`src/hw/rtl/hpt_ram.sv`:
```
`default_nettype none

module hpt_ram #(
  parameter int WIDTH = 8,
  parameter int DEPTH = 16
) (
  input  wire logic                     clk,
  input  wire logic                     we,
  input  wire logic [$clog2(DEPTH)-1:0] wr_addr,
  input  wire logic [WIDTH-1:0]         wr_data,
  input  wire logic [$clog2(DEPTH)-1:0] rd_addr,
  output logic      [WIDTH-1:0]         rd_data
);

  logic [WIDTH-1:0] mem [DEPTH];

  // Write port
  always_ff @(posedge clk) begin
    if (we) begin
      mem[wr_addr] <= wr_data;
    end
  end

  // Registered read port
  always_ff @(posedge clk) begin
    rd_data <= mem[rd_addr];
  end

endmodule

`default_nettype wire
```
`config.mk`:
```
export PLATFORM = sky130hd
export DESIGN_NAME = hpt_ram
export DESIGN_NICKNAME = d
export VERILOG_FILES = /design/src/hw/rtl/hpt_ram.sv
export SDC_FILE = /design/constraint.sdc
export NUM_CORES = 1
export LEC_CHECK = 0
export BUFFER_PORTS_ARGS = -buffer_cell sky130_fd_sc_hd__buf_2
export CORE_ASPECT_RATIO = 2
export CORE_MARGIN = 2
export CORE_UTILIZATION = 44
export DETAILED_ROUTE_END_ITERATION = 10
export GPL_TIMING_DRIVEN = 1
export HOLD_SLACK_MARGIN = 0.15
export SLEW_MARGIN = 10
export SYNTH_ARGS = -nofsm -noshare
export SYNTH_HDL_FRONTEND = slang
export SYNTH_SLANG_ARGS = --single-unit
```
`constraint.sdc`:
```
create_clock -name clk -period 1.88 [get_ports clk]
set_input_delay 0.376 -clock clk [delete_from_list [all_inputs] [get_ports clk]]
set_output_delay 0.376 -clock clk [all_outputs]
set_load 0.02 [all_outputs]
```
* Word-level counts from Yosys, hierarchy flattened
Memories as Yosys holds them, arrays and structs flattened. A register that Yosys moved wholly into a read port is not among the register bits. Cells that the tools add are included.
Word-level totals: bits in writable memories 128, logic and storage cells 3, memories 1, bits of input ports 18, output and inout bits 8, register bits 0
Cells by class: muxes and demuxes 2
Memories:
- mem | words 16, bits a word 8, rd ports 1, clocked after memory_dff 1, wr ports 1, line 15 | logic [WIDTH-1:0] mem [DEPTH];
Operators with widths (number):
- 1-bit 2-to-1 mux | 2

* Depth between registers and ports, before layout
word-level depth 2, gate-level depth with buffers 5, mapped depth without buffers 3

* Least setup slack after synthesis
OpenSTA, ideal clock, no wires.
path type in2reg, start in wr_addr[2], end mem mem[0][0] (enable), arrival 1486 ps, cell stages on the path 2, setup slack 11 ps, library setup time 383 ps, required time 1497 ps, path through or3b_2 -> nor3_1
RTL lines:
- start, declared | line 9 | input wire logic [$clog2(DEPTH)-1:0] wr_addr,
- end, declared | line 15
Straight into the memory's write port.

==> results.ini <==
[final_layout]
fin_cells=442
syn_to_final_growth_pct=19.06
nNetsFinal=305
antennaDiodeCount=0
layout-drive-gt1-share=0.3133

[sta]
tns_ns=0
final.setup_skew_ns=0.007988
hold_violations=0
worst_slew_pin_slew_ns=0.4054
min_period_ns=1.358
post-route-period-util=0.7221
rsz0062_at_grt=no
setup_viol_count_final=0
slew_headroom=0.7297
slew_viol_final=0
max_freq_mhz=736.6

[yosys]
synth_warnings=0
synth_edf_count=128
synthTopCellsByArea=edfxtp_1 (75%), mux4_2 (7.9%), mux4_1 (7.1%), dfxtp_1 (3.1%), a22oi_1 (2.3%)
syn-num-nets=247
synth_area_per_cell_um2=22.48
async_flop_share=0
yosysTopAreaCellShare=0.7467
ys_types=19
synth.largest_area_cell=edfxtp_1
syn-instance-count=229
yosysSeqAreaShare=0.7778
ys_seq_elements=136
synthFlopType=edfxtp_1
synth.most_common_cell=edfxtp_1
synthTopCellsByCount=edfxtp_1 (128), mux4_2 (18), a22oi_1 (16)
syn_area_mm2=0.005147

[setup_path]
start_kind=primary input
crit_fanout=8
worstPathArrival_ns=1.64
critPathKind=in2reg
crit_path_top_delay_cell=mux4_1
cp-end-kind=flop
path_cells=buf_2, buf_4, mux4_1, a22oi_1, nand2_1
cp_slowest_stage_delay_ns=0.58
cp.required_ns=2.17
rr_worst_depth=3

[routing]
drtIter0Drc=166
wl_per_cell_um=21.78
drcViolationCount=0
dr.pass1.iters=4
drt-total-wl_mm=9.625
vias=2406
viasPerCell=5.443
ant_nets=0

[clock_tree]
htreeDepth=4
path_clk_slew_ns=0.06
cts_setup_buffers=0
cts-buffers-inserted=17
ctsHoldBuffers=0
ctsResizeCount=0
cts.sinks=136
cts_root_buf=clkbuf_16
clockBufferDepth=2
clk_latency_ns=0.41
cts_tree=done

[power]
swShare=0.1980
p_seq_frac=0.497
power_mw=6.861
power.leakage_nw=2.094
p_per_area_mw_per_mm2=1120
switchingPower_mw=1.359
p_int_mw=5.502
p_clk_frac=0.455
combPwrFrac=0.049
vdd_drop_max_v=0.0006503

[global_route]
grt_first_pass_wirelength_mm=14.74
grt_pass1_vias=2499
grt_max_degree=33
grt_overflow=0
antenna_found_initial=0
track_usage=0.1701

[floorplanning]
dieHeight_um=157.0
initial_core_util=0.4533
die_w_um=80.48
rows=55
die-area_mm2=0.01263
io_pins=26
core-area_mm2=0.01135

[min_path]
worstHoldPathCells=1
hold_class=in2reg

[placement]
gp_congestion=0.7210
io_buffer_count=25
dpl.hpwl_mm=6.700
dp_cells=410

[status]
outcome=complete, no violations

[job]
max-cap-violations=0

## worst paths after layout
check             startpoint         end  slack [ns]
hold reg to reg   mem[15][3]  rd_data[3]        0.66
hold / removal    wr_data[2]   mem[6][2]        0.35
setup / recovery  rd_addr[0]  rd_data[2]        0.52
setup reg to reg  mem[10][5]  rd_data[5]        0.58
## layout make-up
type / instances / area (um^2)
Tap cell: 142 / 177.7
Clock inverter: 10 / 105.1
Sequential cell: 136 / 4004
Multi-Input combinational cell: 83 / 1057
Timing Repair Buffer: 49 / 330.3
Fill cell: 894 / 5226
Clock buffer: 22 / 454.2
## layout by cell type, fill, tap and decap left out, types with 8 or more instances in the layout
cell and instances:
mux4_2 18, buf_2 25, nor2_1 13, clkbuf_16 17, a22oi_1 16, dfxtp_1 8, mux4_1 14, edfxtp_1 128
buf_4 22, nand2_1 9
## power groups by stage
stage	logic, mW	clock network (mW)	registers (mW)
final	0.335	3.12	3.41
after global routing	0.367	3.32	3.41
after CTS	0.343	3.16	3.41
after detailed placement	0.342	0	3.47
after global placement	0.334	0	3.47
after floorplan	0.172	0	3.49
## layer usage
metal,up-vias,share of wire,GRT usage
met5,-,0,0
met4,0,0.019,0.07022
met3,12,0.030,0.04472
met2,55,0.58,0.3056
met1,1251,0.37,0.1866
li1,1088,-,-
## through the flow
step,worst slack (ns),util,area [um^2],hold WS [ns]
floorplan,0.01113,-,5147,0.4749
global placement,0.1244,0.4905,5569,0.6529
finish,0.5224,0.5397,6128,0.3509
detailed placement,0.1095,0.4905,5569,0.6594
CTS,0.5305,0.5397,6128,0.3371
global route,0.4399,0.5397,6128,0.3461
## registers in the layout, indices dropped and copies added (netlist names)
| register | count |
|---|---|
| mem | 128 |
| rd_data | 8 |
## worst max-delay path: cells and delay by family
kind            cells  cell delay (ns)
mux                 1             0.58
compound gates      1             0.23
buf+inv             2             0.39
simple gates        1             0.08
## cell families after synthesis
kind of cell | after synthesis | share of synthesized area
flip-flops | 136 | 0.7778
multiplexers | 32 | 0.1502
buffers and inverters | 10 | 0.01677
AO/OA/AOI/OAI | 16 | 0.02334
AND/OR/NAND/NOR | 35 | 0.03184
(Power assumes the default switching activity.)
